==> src/sv/i2csr_pkg.sv <==
// Shared types, register map and reset constants for the I2C stuck-bus recovery block.
package i2csr_pkg;

  localparam int unsigned PULSE_COUNT_DEFAULT = 9;

  localparam int unsigned ADDR_W = 4;
  localparam int unsigned DATA_W = 32;

  localparam logic [1:0] REG_INACTIVITY_LIMIT  = 2'd0;
  localparam logic [1:0] REG_COOLDOWN_TICKS    = 2'd1;
  localparam logic [1:0] REG_HALF_PERIOD_TICKS = 2'd2;

  localparam logic [31:0] INACTIVITY_LIMIT_RESET  = 32'd30000000;
  localparam logic [31:0] COOLDOWN_TICKS_RESET    = 32'd10000000;
  localparam logic [15:0] HALF_PERIOD_TICKS_RESET = 16'd5;

  typedef struct packed {
    logic [31:0] inactivity_limit;
    logic [31:0] cooldown_ticks;
    logic [15:0] half_period_ticks;
  } cfg_t;

  typedef struct packed {
    logic scl_drive_low;
    logic sda_drive_low;
    logic recovering;
    logic reinit_pulse;
  } result_t;

endpackage

==> src/sv/i2csr_regs.sv <==
// APB register file holding the recovery limits and the half period.
module i2csr_regs (
  input  logic                         clk,
  input  logic                         rst,
  input  logic                         psel,
  input  logic                         penable,
  input  logic                         pwrite,
  input  logic [i2csr_pkg::ADDR_W-1:0] paddr,
  input  logic [i2csr_pkg::DATA_W-1:0] pwdata,
  output logic [i2csr_pkg::DATA_W-1:0] prdata,
  output logic                         pready,
  output i2csr_pkg::cfg_t              cfg
);
  import i2csr_pkg::*;

  logic       wr_en;
  logic [1:0] reg_sel;

  assign pready  = 1'b1;
  assign reg_sel = paddr[3:2];
  assign wr_en   = psel && penable && pwrite && pready;

  always_ff @(posedge clk) begin
    if (rst) begin
      cfg.inactivity_limit  <= INACTIVITY_LIMIT_RESET;
      cfg.cooldown_ticks    <= COOLDOWN_TICKS_RESET;
      cfg.half_period_ticks <= HALF_PERIOD_TICKS_RESET;
    end else if (wr_en) begin
      case (reg_sel)
        REG_INACTIVITY_LIMIT:  cfg.inactivity_limit  <= pwdata;
        REG_COOLDOWN_TICKS:    cfg.cooldown_ticks    <= pwdata;
        REG_HALF_PERIOD_TICKS: cfg.half_period_ticks <= pwdata[15:0];
        default: ;
      endcase
    end
  end

  always_comb begin
    case (reg_sel)
      REG_INACTIVITY_LIMIT:  prdata = cfg.inactivity_limit;
      REG_COOLDOWN_TICKS:    prdata = cfg.cooldown_ticks;
      REG_HALF_PERIOD_TICKS: prdata = {16'd0, cfg.half_period_ticks};
      default:               prdata = '0;
    endcase
  end

endmodule

==> src/sv/i2csr_seq.sv <==
// Tick counters and recovery sequencer; one item advances the state by one tick.
module i2csr_seq #(
  parameter int unsigned PULSE_COUNT = i2csr_pkg::PULSE_COUNT_DEFAULT
) (
  input  logic               clk,
  input  logic               rst,
  input  i2csr_pkg::cfg_t    cfg,
  input  logic               accept,
  input  logic               activity,
  input  logic               sda_level,
  output i2csr_pkg::result_t res
);
  import i2csr_pkg::*;

  localparam int unsigned PCW = (2 * PULSE_COUNT > 1) ? $clog2(2 * PULSE_COUNT) : 1;
  localparam logic [PCW-1:0] PULSE_LAST = PCW'(2 * PULSE_COUNT - 1);

  typedef enum logic [4:0] {
    ST_IDLE   = 5'b00001,
    ST_CHECK  = 5'b00010,
    ST_PULSE  = 5'b00100,
    ST_STOP   = 5'b01000,
    ST_REINIT = 5'b10000
  } state_t;

  state_t      state, state_next;
  logic [31:0] idle_ticks, idle_ticks_next;
  logic [31:0] since_recovery, since_recovery_next;
  logic [15:0] half_count, half_count_next;
  logic [PCW-1:0] pulse_idx, pulse_idx_next;

  logic [31:0] since_inc;
  logic [15:0] half_len;
  logic [16:0] half_cnt_inc;
  logic        half_done;

  assign since_inc    = (since_recovery == '1) ? since_recovery : since_recovery + 32'd1;
  assign half_len     = (cfg.half_period_ticks == '0) ? 16'd1 : cfg.half_period_ticks;
  assign half_cnt_inc = {1'b0, half_count} + 17'd1;
  assign half_done    = half_cnt_inc >= {1'b0, half_len};

  always_comb begin
    idle_ticks_next     = activity ? '0 :
                          ((idle_ticks == '1) ? idle_ticks : idle_ticks + 32'd1);
    since_recovery_next = since_inc;
    state_next          = state;
    half_count_next     = half_count;
    pulse_idx_next      = pulse_idx;
    res                 = '0;
    case (state)
      ST_IDLE: begin
        if (idle_ticks_next > cfg.inactivity_limit && since_inc >= cfg.cooldown_ticks) begin
          state_next      = ST_CHECK;
          half_count_next = '0;
        end
      end
      ST_CHECK: begin
        res.recovering = 1'b1;
        if (half_done) begin
          half_count_next = '0;
          if (!sda_level) begin
            state_next          = ST_PULSE;
            pulse_idx_next      = '0;
            since_recovery_next = '0;
          end else begin
            state_next = ST_IDLE;
          end
        end else begin
          half_count_next = half_cnt_inc[15:0];
        end
      end
      ST_PULSE: begin
        res.recovering    = 1'b1;
        // even half periods hold SCL low
        res.scl_drive_low = ~pulse_idx[0];
        if (half_done) begin
          half_count_next = '0;
          if (pulse_idx == PULSE_LAST) begin
            state_next = ST_STOP;
          end else begin
            pulse_idx_next = pulse_idx + PCW'(1);
          end
        end else begin
          half_count_next = half_cnt_inc[15:0];
        end
      end
      ST_STOP: begin
        res.recovering    = 1'b1;
        res.sda_drive_low = 1'b1;
        if (half_done) begin
          half_count_next = '0;
          state_next      = ST_REINIT;
        end else begin
          half_count_next = half_cnt_inc[15:0];
        end
      end
      ST_REINIT: begin
        res.recovering   = 1'b1;
        res.reinit_pulse = 1'b1;
        state_next       = ST_IDLE;
        half_count_next  = '0;
      end
      default: begin
        state_next      = ST_IDLE;
        half_count_next = '0;
      end
    endcase
  end

  always_ff @(posedge clk) begin
    if (rst) begin
      state          <= ST_IDLE;
      idle_ticks     <= '0;
      since_recovery <= '0;
      half_count     <= '0;
      pulse_idx      <= '0;
    end else if (accept) begin
      state          <= state_next;
      idle_ticks     <= idle_ticks_next;
      since_recovery <= since_recovery_next;
      half_count     <= half_count_next;
      pulse_idx      <= pulse_idx_next;
    end
  end

`ifndef SYNTHESIS
  a_reinit_to_idle: assert property (@(posedge clk) disable iff (rst)
    (accept && state == ST_REINIT) |=> (state == ST_IDLE && half_count == '0))
    else $error("sequencer did not return to idle after reinit");

  a_start_clears_cooldown: assert property (@(posedge clk) disable iff (rst)
    (accept && state == ST_CHECK && half_done && !sda_level)
      |=> (state == ST_PULSE && since_recovery == '0 && pulse_idx == '0))
    else $error("recovery start did not clear cooldown count");

  a_pulse_idx_range: assert property (@(posedge clk) disable iff (rst)
    (state == ST_PULSE) |-> (pulse_idx <= PULSE_LAST))
    else $error("pulse index out of range");
`endif

endmodule

==> src/sv/i2csr_outbuf.sv <==
// Result register with a skid entry so an item is taken while a result waits.
module i2csr_outbuf (
  input  logic               clk,
  input  logic               rst,
  input  logic               tick_valid,
  output logic               tick_stall,
  output logic               accept,
  input  i2csr_pkg::result_t res_in,
  output logic               result_valid,
  input  logic               result_stall,
  output i2csr_pkg::result_t res_out
);
  import i2csr_pkg::*;

  result_t skid;
  logic    skid_valid;
  logic    drain;

  assign tick_stall = skid_valid;
  assign accept     = tick_valid && !tick_stall;
  assign drain      = result_valid && !result_stall;

  always_ff @(posedge clk) begin
    if (rst) begin
      result_valid <= 1'b0;
      skid_valid   <= 1'b0;
    end else if (skid_valid) begin
      if (drain) begin
        skid_valid <= 1'b0;
      end
    end else if (accept) begin
      if (!result_valid || drain) begin
        result_valid <= 1'b1;
      end else begin
        skid_valid <= 1'b1;
      end
    end else if (drain) begin
      result_valid <= 1'b0;
    end
  end

  always_ff @(posedge clk) begin
    if (skid_valid) begin
      if (drain) begin
        res_out <= skid;
      end
    end else if (accept) begin
      if (!result_valid || drain) begin
        res_out <= res_in;
      end else begin
        skid <= res_in;
      end
    end
  end

endmodule

==> src/sv/i2c_stuck_bus_recovery.sv <==
// I2C stuck-bus recovery: idle watchdog, SDA check and a bus clear of PULSE_COUNT SCL pulses.
// The result of an accepted tick item is registered in the output register, or in the skid entry while a result waits.
// Throughput: one item per cycle while tick_stall is low; the sequencer state register feeds its own next-state logic.
// A two-entry result buffer (output register plus skid) decouples the two channel stalls.
// Reset (synchronous, rst high): counters and half count cleared, sequencer idle,
// result buffer empty, registers back to their reset limits.
module i2c_stuck_bus_recovery #(
  parameter int unsigned PULSE_COUNT = i2csr_pkg::PULSE_COUNT_DEFAULT
) (
  input  logic                         clk,
  input  logic                         rst,
  input  logic                         psel,
  input  logic                         penable,
  input  logic                         pwrite,
  input  logic [i2csr_pkg::ADDR_W-1:0] paddr,
  input  logic [i2csr_pkg::DATA_W-1:0] pwdata,
  output logic [i2csr_pkg::DATA_W-1:0] prdata,
  output logic                         pready,
  input  logic                         tick_valid,
  output logic                         tick_stall,
  input  logic                         activity,
  input  logic                         sda_level,
  output logic                         result_valid,
  input  logic                         result_stall,
  output logic                         scl_drive_low,
  output logic                         sda_drive_low,
  output logic                         recovering,
  output logic                         reinit_pulse
);
  import i2csr_pkg::*;

  cfg_t    cfg;
  result_t res_now;
  result_t res_held;
  logic    accept;

  i2csr_regs u_regs (
    .clk     (clk),
    .rst     (rst),
    .psel    (psel),
    .penable (penable),
    .pwrite  (pwrite),
    .paddr   (paddr),
    .pwdata  (pwdata),
    .prdata  (prdata),
    .pready  (pready),
    .cfg     (cfg)
  );

  i2csr_seq #(
    .PULSE_COUNT (PULSE_COUNT)
  ) u_seq (
    .clk       (clk),
    .rst       (rst),
    .cfg       (cfg),
    .accept    (accept),
    .activity  (activity),
    .sda_level (sda_level),
    .res       (res_now)
  );

  i2csr_outbuf u_outbuf (
    .clk          (clk),
    .rst          (rst),
    .tick_valid   (tick_valid),
    .tick_stall   (tick_stall),
    .accept       (accept),
    .res_in       (res_now),
    .result_valid (result_valid),
    .result_stall (result_stall),
    .res_out      (res_held)
  );

  assign scl_drive_low = res_held.scl_drive_low;
  assign sda_drive_low = res_held.sda_drive_low;
  assign recovering    = res_held.recovering;
  assign reinit_pulse  = res_held.reinit_pulse;

endmodule

==> config.mk <==
export PLATFORM = sky130hd
export DESIGN_NAME = i2c_stuck_bus_recovery
export DESIGN_NICKNAME = d
export VERILOG_FILES = /design/src/sv/i2csr_pkg.sv /design/src/sv/i2csr_regs.sv /design/src/sv/i2csr_seq.sv /design/src/sv/i2csr_outbuf.sv /design/src/sv/i2c_stuck_bus_recovery.sv
export SDC_FILE = /design/constraint.sdc
export NUM_CORES = 1
export LEC_CHECK = 0
export ABC_CLOCK_PERIOD_IN_PS = 3900
export BUFFER_PORTS_ARGS = -buffer_cell sky130_fd_sc_hd__buf_2
export CORE_ASPECT_RATIO = 1.2
export CORE_UTILIZATION = 45
export CTS_BUF_LIST = sky130_fd_sc_hd__clkbuf_8
export DETAILED_ROUTE_END_ITERATION = 10
export MAX_ROUTING_LAYER = met4
export PLACE_DENSITY = 0.74
export SYNTH_ARGS = -nofsm -noshare
export SYNTH_HDL_FRONTEND = slang
export SYNTH_SLANG_ARGS = --single-unit
==> constraint.sdc <==
create_clock -name clk -period 3.9 [get_ports clk]
set_clock_uncertainty 0.1 [all_clocks]
set_input_delay 0.585 -clock clk [delete_from_list [all_inputs] [get_ports clk]]
set_output_delay 0.585 -clock clk [all_outputs]
set_load 0.02 [all_outputs]
==> results.yml, run 1 <==
worst_setup_path:
  r2r_start: "u_seq.idle_ticks[7]"
  critPathCaptureType: "flop"
  cp_slowest_cell: "dfxtp_2"
  max_stage_delay_ns: 0.34
  rr_worst_depth: 17
  cp.arrival_ns: 4.25
  start_kind: "flop"
  worstPathMaxFanout: 5
  critPathLaunch: "u_seq.idle_ticks[7]"
  crit_chain: "inv_2 > nor4_4 > buf_4 > nand4_4 > nor3_4 > nand4_1 > xor2_1 > nor2_1 > ha_1 > nand4_1 > nor4_2 > buf_4 > and4_4 > o41a_1 > o21a_1 > and3_4 > mux2_4"
  cp.required_ns: 4.18
  path_class: "flop to flop"
timing:
  timing.fmax_mhz: 252.0
  maxSlewViolCount: 0
  slew_headroom_pct: 35.55
  setup_ws_ns: -0.06753
  layout_min_cycle_time_ns: 3.968
  tightestPinTransition_ns: 0.9667
  finalSetupViolations: 15
  hold_violations: 0
  finalCritPeriodShare_pct: 101.7
  rsz0062_at_grt: "yes"
cells_and_area:
  nNetsFinal: 1780
  instances_no_fill: 1988
  antennaDiodeCount: 0
  fin_util_pct: 55.92
  drive_gt1_share_pct: 21.77
  area_growth_pct: 21.89
place:
  port_buffers: 80
  hpwl_um: 25200
  gp_congestion: 0.9365
  dp.cells: 1934
floorplanning:
  core_um2: 24750
  initial_core_util_pct: 45.88
  fp.dieW_um: 147.0
  fp-row-count: 63
  die_h_um: 176.0
  die_area_um2: 25880
  io_pins: 84
cts:
  clkSinkCount: 180
  cts_max_path_buffers: 2
  cts_hold_buf: 0
  clock_latency_ns: 0.50
  htreeDepth: 4
  cts_buffers: 17
  cts_tree: "yes"
  cts_root_buffer: "clkbuf_8"
  path_clk_slew_ns: 0.09
synthesis:
  ys.flop_type: "dfxtp_1"
  synth_seq_cells: 180
  syn_nets: 1608
  yosysSeqAreaShare_pct: 32.44
  avgSynthCellArea_um2: 7.683
  synth_edf_count: 8
  synth_cells: 1478
  synth_area_um2: 11360
  ys_warn_count: 0
  synth_cell_type_count: 68
  async_flop_share_pct: 0
power_and_ir_drop:
  p_per_area_nw_per_um2: 259.9
  peakVddDrop_v: 0.0001623
  p_leak_nw: 5.684
min_path:
  min_path_cells: 3
  min_from: "pwdata[26]"
  min_path_type: "input port to flop"
routing:
  initialDrtViolationCount: 858
  routed_wl_um: 34540
  dr.pass1.iters: 5
  ant_nets: 0
  vias: 11412
  drc_errors: 0
  drt-vias-per-instance: 5.740
  wl_per_cell_um: 17.37
grt:
  grt_overflow: 0
  grt_max_degree: 64
  grt.total_usage_pct: 26.87
  grt_antenna_before_repair: 0
  grt_pass1_vias: 10716
  grt_pass1_wl_um: 53550
outcome:
  outcome: "finished with violations"
  failed_checks: "setup timing"
flow_run:
  cap_viol_max_count: 0
## state kept, by name, indices dropped and copies added, names as in the netlist
signal	cells
u_seq.pulse_idx	5
u_outbuf.tick_stall	1
u_seq.half_count	16
u_outbuf.res_out	4
u_seq.since_recovery	32
u_seq.state	5
u_outbuf.result_valid	1
u_outbuf.skid	4
u_seq.idle_ticks	32
u_regs.cfg	80
## path summary, 6_finish.rpt
kind                                        to  slack [ns]
worst min-delay path            u_regs.cfg[42]        0.24
worst min register to register  u_regs.cfg[74]        0.37
worst max-delay path            u_seq.state[4]       -0.07
worst max register to register  u_seq.state[4]       -0.07
## critical path: cells and delay by family (launching register included)
family / cells / cell delay [ns]
AOI/OAI and AO/OA: 2 / 0.35
xor gates and xnor gates: 1 / 0.20
adders and majority gates: 1 / 0.31
buffers and inverters: 3 / 0.40
DFF: 1 / 0.34
muxes: 1 / 0.30
and+or+nand+nor: 9 / 1.86
## per-stage QoR
stage | worst slack, ns | setup TNS (ns) | cell area (um^2) | power [mW] | hold WS (ns)
floorplan | -0.003695 | -0.01108 | 11390 | 2.132 | 0.3487
global placement | -0.06553 | -0.2445 | 12870 | 2.265 | 0.3576
detailed placement | -0.1401 | -0.8722 | 12870 | 2.274 | 0.3608
CTS | -0.03295 | -0.07101 | 13390 | 3.599 | 0.2254
global route | -0.2515 | -4.435 | 13840 | 3.722 | 0.2202
finish | -0.06753 | -0.5400 | 13840 | 3.598 | 0.2432
## final cells by class
cell class                 count  area (um^2)
clock inverter                13        145.1
sequential                   180         3701
clock buffer                  19        261.5
timing repair buffer         233         1604
multi-input combinational   1127         7382
inverter                      91        341.6
fill                        2284        10910
tap                          325        406.6
## per-layer routing
layer	wire, um	part of all wire, %	GRT usage (%)	up-vias
li1	-	-	-	5538
met1	14310	41	30.81	5397
met2	16600	48	44.92	388
met3	1744	5.0	3.850	89
met4	1880	5.4	15.34	0
met5	0	0	-	-
## cell usage after synthesis (9+ instances only)
cell	n	area share (%)
a22oi_1	9	0.59
xor2_1	32	2.5
and4_1	10	0.77
dfxtp_1	172	30
xnor2_1	46	3.5
inv_1	90	3.0
clkbuf_1	65	2.1
nand2_1	250	8.3
nand4_1	30	1.7
nand3_1	44	1.9
or3_1	25	1.4
nand2b_1	10	0.55
mux2i_1	35	3.1
nor4_1	11	0.61
nor2b_1	15	0.83
nor3_1	29	1.3
o21ai_0	73	3.2
and3_1	25	1.4
a31oi_1	34	1.9
nor2_1	100	3.3
o31ai_1	10	0.66
nand3b_1	11	0.73
a21oi_1	137	6.0
o211ai_1	20	1.3
ha_1	85	9.4
## logic make-up (layout without fill, tap and decap cells)
kind of cell,Yosys count,count (layout),synth area share [%]
xor+xnor,78,78,6.016
mux,40,40,3.581
compound gates,335,335,17.65
flops,180,180,32.44
simple gates,588,588,25.08
other cells,1,1,0.03302
buf+inv,171,356,5.839
fa+ha+maj,85,85,9.365
## report_power, final
part / leakage, nW / total, mW / switching, mW / internal, mW
registers: 1.47 / 1.89 / 0.0208 / 1.87
logic: 4.02 / 0.355 / 0.236 / 0.120
clock network: 0.195 / 1.35 / 0.737 / 0.611
## placed cells by master (no fill, tap or decap), types with 7 or more instances in the layout
cell	instances
a21o_1	7
a21oi_1	131
a22o_1	7
a22oi_1	8
a31oi_1	32
a32o_1	7
and2_1	7
and3_1	22
buf_2	79
buf_4	140
buf_6	14
clkbuf_8	19
dfxtp_1	158
dfxtp_2	14
edfxtp_1	8
ha_1	82
inv_1	89
mux2i_1	35
nand2_1	248
nand2b_1	9
nand3_1	38
nand3b_1	11
nand4_1	30
nor2_1	94
nor2b_1	12
nor3_1	25
nor4_1	9
o211ai_1	20
o21ai_0	66
o31ai_1	10
or3_1	24
xnor2_1	42
xor2_1	31
## timing repair
item                                   4_1_cts  5_1_grt
pin swaps                                    3       25
setup endpoints to repair                   22       36
buffers inserted                             6       16
cloned                                       0        2
endpoints found under the hold margin        0        0
gates resized for setup                     23       87
Note: power is estimated with default switching activity, not from simulation.
==> run 2, diff against run 1 <==
--- a/config.mk
+++ b/config.mk
@@ -5,14 +5,13 @@
 export SDC_FILE = /design/constraint.sdc
 export NUM_CORES = 1
 export LEC_CHECK = 0
-export ABC_CLOCK_PERIOD_IN_PS = 3900
+export ABC_CLOCK_PERIOD_IN_PS = 3500
 export BUFFER_PORTS_ARGS = -buffer_cell sky130_fd_sc_hd__buf_2
 export CORE_ASPECT_RATIO = 1.2
 export CORE_UTILIZATION = 45
 export CTS_BUF_LIST = sky130_fd_sc_hd__clkbuf_8
 export DETAILED_ROUTE_END_ITERATION = 10
 export MAX_ROUTING_LAYER = met4
-export PLACE_DENSITY = 0.74
 export SYNTH_ARGS = -nofsm -noshare
 export SYNTH_HDL_FRONTEND = slang
 export SYNTH_SLANG_ARGS = --single-unit
==> constraint.sdc (replaced) <==
create_clock -name clk -period 3.5 [get_ports clk]
set_clock_uncertainty 0.1 [all_clocks]
set_input_delay 0.525 -clock clk [delete_from_list [all_inputs] [get_ports clk]]
set_output_delay 0.525 -clock clk [all_outputs]
set_load 0.02 [all_outputs]
==> results.yml, run 2 (same netlist as run 1, synthesis figures left out) <==
floorplanning:
  die_h_um: 176.0
  fp.dieW_um: 147.0
  die_area_um2: 25880
  io_pins: 84
  fp-row-count: 63
  initial_core_util_pct: 45.88
  core_um2: 24750
min_path:
  min_from: "pwdata[28]"
  min_path_type: "input port to flop"
routing:
  dr.pass1.iters: 5
  initialDrtViolationCount: 722
  drc_errors: 0
  routed_wl_um: 38100
  drt-vias-per-instance: 5.642
  vias: 11791
  wl_per_cell_um: 18.23
  ant_nets: 0
cells_and_area:
  drive_gt1_share_pct: 28.56
  instances_no_fill: 2090
  final_common_cell: "nand2_1"
  nNetsFinal: 1882
  antennaDiodeCount: 0
  stdcell_area_um2: 14940
  mostFrequentLayoutCells: "nand2_1, buf_4, dfxtp_1, a21oi_1, nor2_1"
  largest_reg_flops: 80
  reg.largest.list: "u_regs.cfg: 80 flops, u_seq.idle_ticks: 32 flops, u_seq.since_recovery: 32 flops"
  top_register: "u_regs.cfg"
  area_growth_pct: 31.58
  fin_util_pct: 60.37
  fillCellCount: 2299
worst_setup_path:
  crit_chain: "nand4_1 > nor4b_4 > nand3b_1 > nand4_1 > buf_6 > nor2_4 > xor2_1 > ha_1 > nand4_1 > nor4_4 > a211oi_2 > a21o_1 > buf_6 > and2_1 > buf_4 > o31ai_2 > a21oi_1"
  path_common_cell: "nand4_1"
  cp.arrival_ns: 4.19
  r2r_start: "u_seq.since_recovery[4]"
  start_kind: "flop"
  cp_slowest_cell: "nor4_4"
  crit_family: "simple AND/OR/NAND/NOR gates"
  crit_buf_inv: 3
  max_stage_delay_ns: 0.40
  worstPathMaxFanout: 5
  path_class: "flop to flop"
  cp.required_ns: 3.76
  critPathCaptureType: "flop"
  critPathLaunch: "u_seq.since_recovery[4]"
cts:
  cts_buffers: 17
  clock_latency_ns: 0.50
  cts_max_path_buffers: 2
  htreeDepth: 4
  cts_root_buffer: "clkbuf_8"
  clkSinkCount: 180
  path_clk_slew_ns: 0.11
  cts_tree: "yes"
timing:
  setup_tns_ns: -7.915
  layout_min_cycle_time_ns: 3.939
  timing.fmax_mhz: 253.9
  slew_headroom_pct: 34.40
  finalCritPeriodShare_pct: 112.5
  rsz0062_at_grt: "yes"
  hold_violations: 0
  timing.hold.ws_ns: 0.1631
  finalSetupViolations: 25
  tightestPinTransition_ns: 0.9819
  setup_ws_ns: -0.4388
  maxSlewViolCount: 0
grt:
  grt.total_usage_pct: 29.68
  grt_pass1_vias: 11044
  grt_max_degree: 47
  grt_overflow: 0
  grt_antenna_before_repair: 0
  grt_pass1_wl_um: 58150
power_and_ir_drop:
  total_power_mw: 3.979
  p_per_area_nw_per_um2: 266.3
  p_leak_nw: 6.312
  peakVddDrop_v: 0.0002222
place:
  port_buffers: 80
  hpwl_um: 27240
  dp.cells: 2023
  postPlaceCellArea_um2: 13660
  place_ws_ns: -0.5186
  gp_congestion: 0.9023
outcome:
  outcome: "finished with violations"
  failed_checks: "setup timing"
flow_run:
  cap_viol_max_count: 0
run 2: cell count changes in the layout (fill, tap and decap cells not counted), sizes merged:
cell and delta:
a21oi +1, clkinv +1, bufinv -2, buf +99, inv +3, clkbuf +2, clkinvlp -2
run 2: area by class of cell:
| cell class | count | area, um^2 | share of cell area, % |
|---|---|---|---|
| Multi-Input combinational cell | 1128 | 7640 | 51.13 |
| Clock inverter | 13 | 115.1 | 0.7704 |
| Timing Repair Buffer | 334 | 2459 | 16.45 |
| Inverter | 91 | 341.6 | 2.286 |
| Tap cell | 325 | 406.6 | 2.721 |
| Clock buffer | 19 | 261.5 | 1.750 |
| Sequential cell | 180 | 3719 | 24.89 |
run 2: layer usage:
metal / track usage, % / part of all wire [%]
met5: - / 0
met1: 35.25 / 42
met2: 50.26 / 50
met4: 13.19 / 3.9
met3: 3.721 / 4.0
run 2: what timing repair did:
| action | 4_1_cts | 5_1_grt |
|---|---|---|
| hold buffers | 0 | 0 |
| setup buffers | 13 | 17 |
| gates cloned | 1 | 4 |
| pin swaps | 17 | 38 |
| endpoints found under the setup margin | 43 | 54 |
| gates resized for setup | 61 | 80 |
run 2: final timing paths:
check	to	slack [ns]	depth (start not counted)
worst min register to register	u_regs.cfg[74]	0.38	2
worst min-delay path	u_regs.cfg[76]	0.16	3
worst max-delay path	u_seq.state[3]	-0.44	17
worst max register to register	u_seq.state[3]	-0.44	17
run 2: where the power goes:
group	total, mW	switching (mW)	internal (mW)
Combinational	0.433	0.279	0.154
Sequential	2.11	0.0219	2.09
Clock	1.44	0.882	0.556
run 2: worst min-delay path, delay by kind of cell:
kind | cells | cell delay [ns]
buffers and inverters | 1 | 0.10
and+or+nand+nor | 1 | 0.05
AOI/OAI and AO/OA | 1 | 0.05
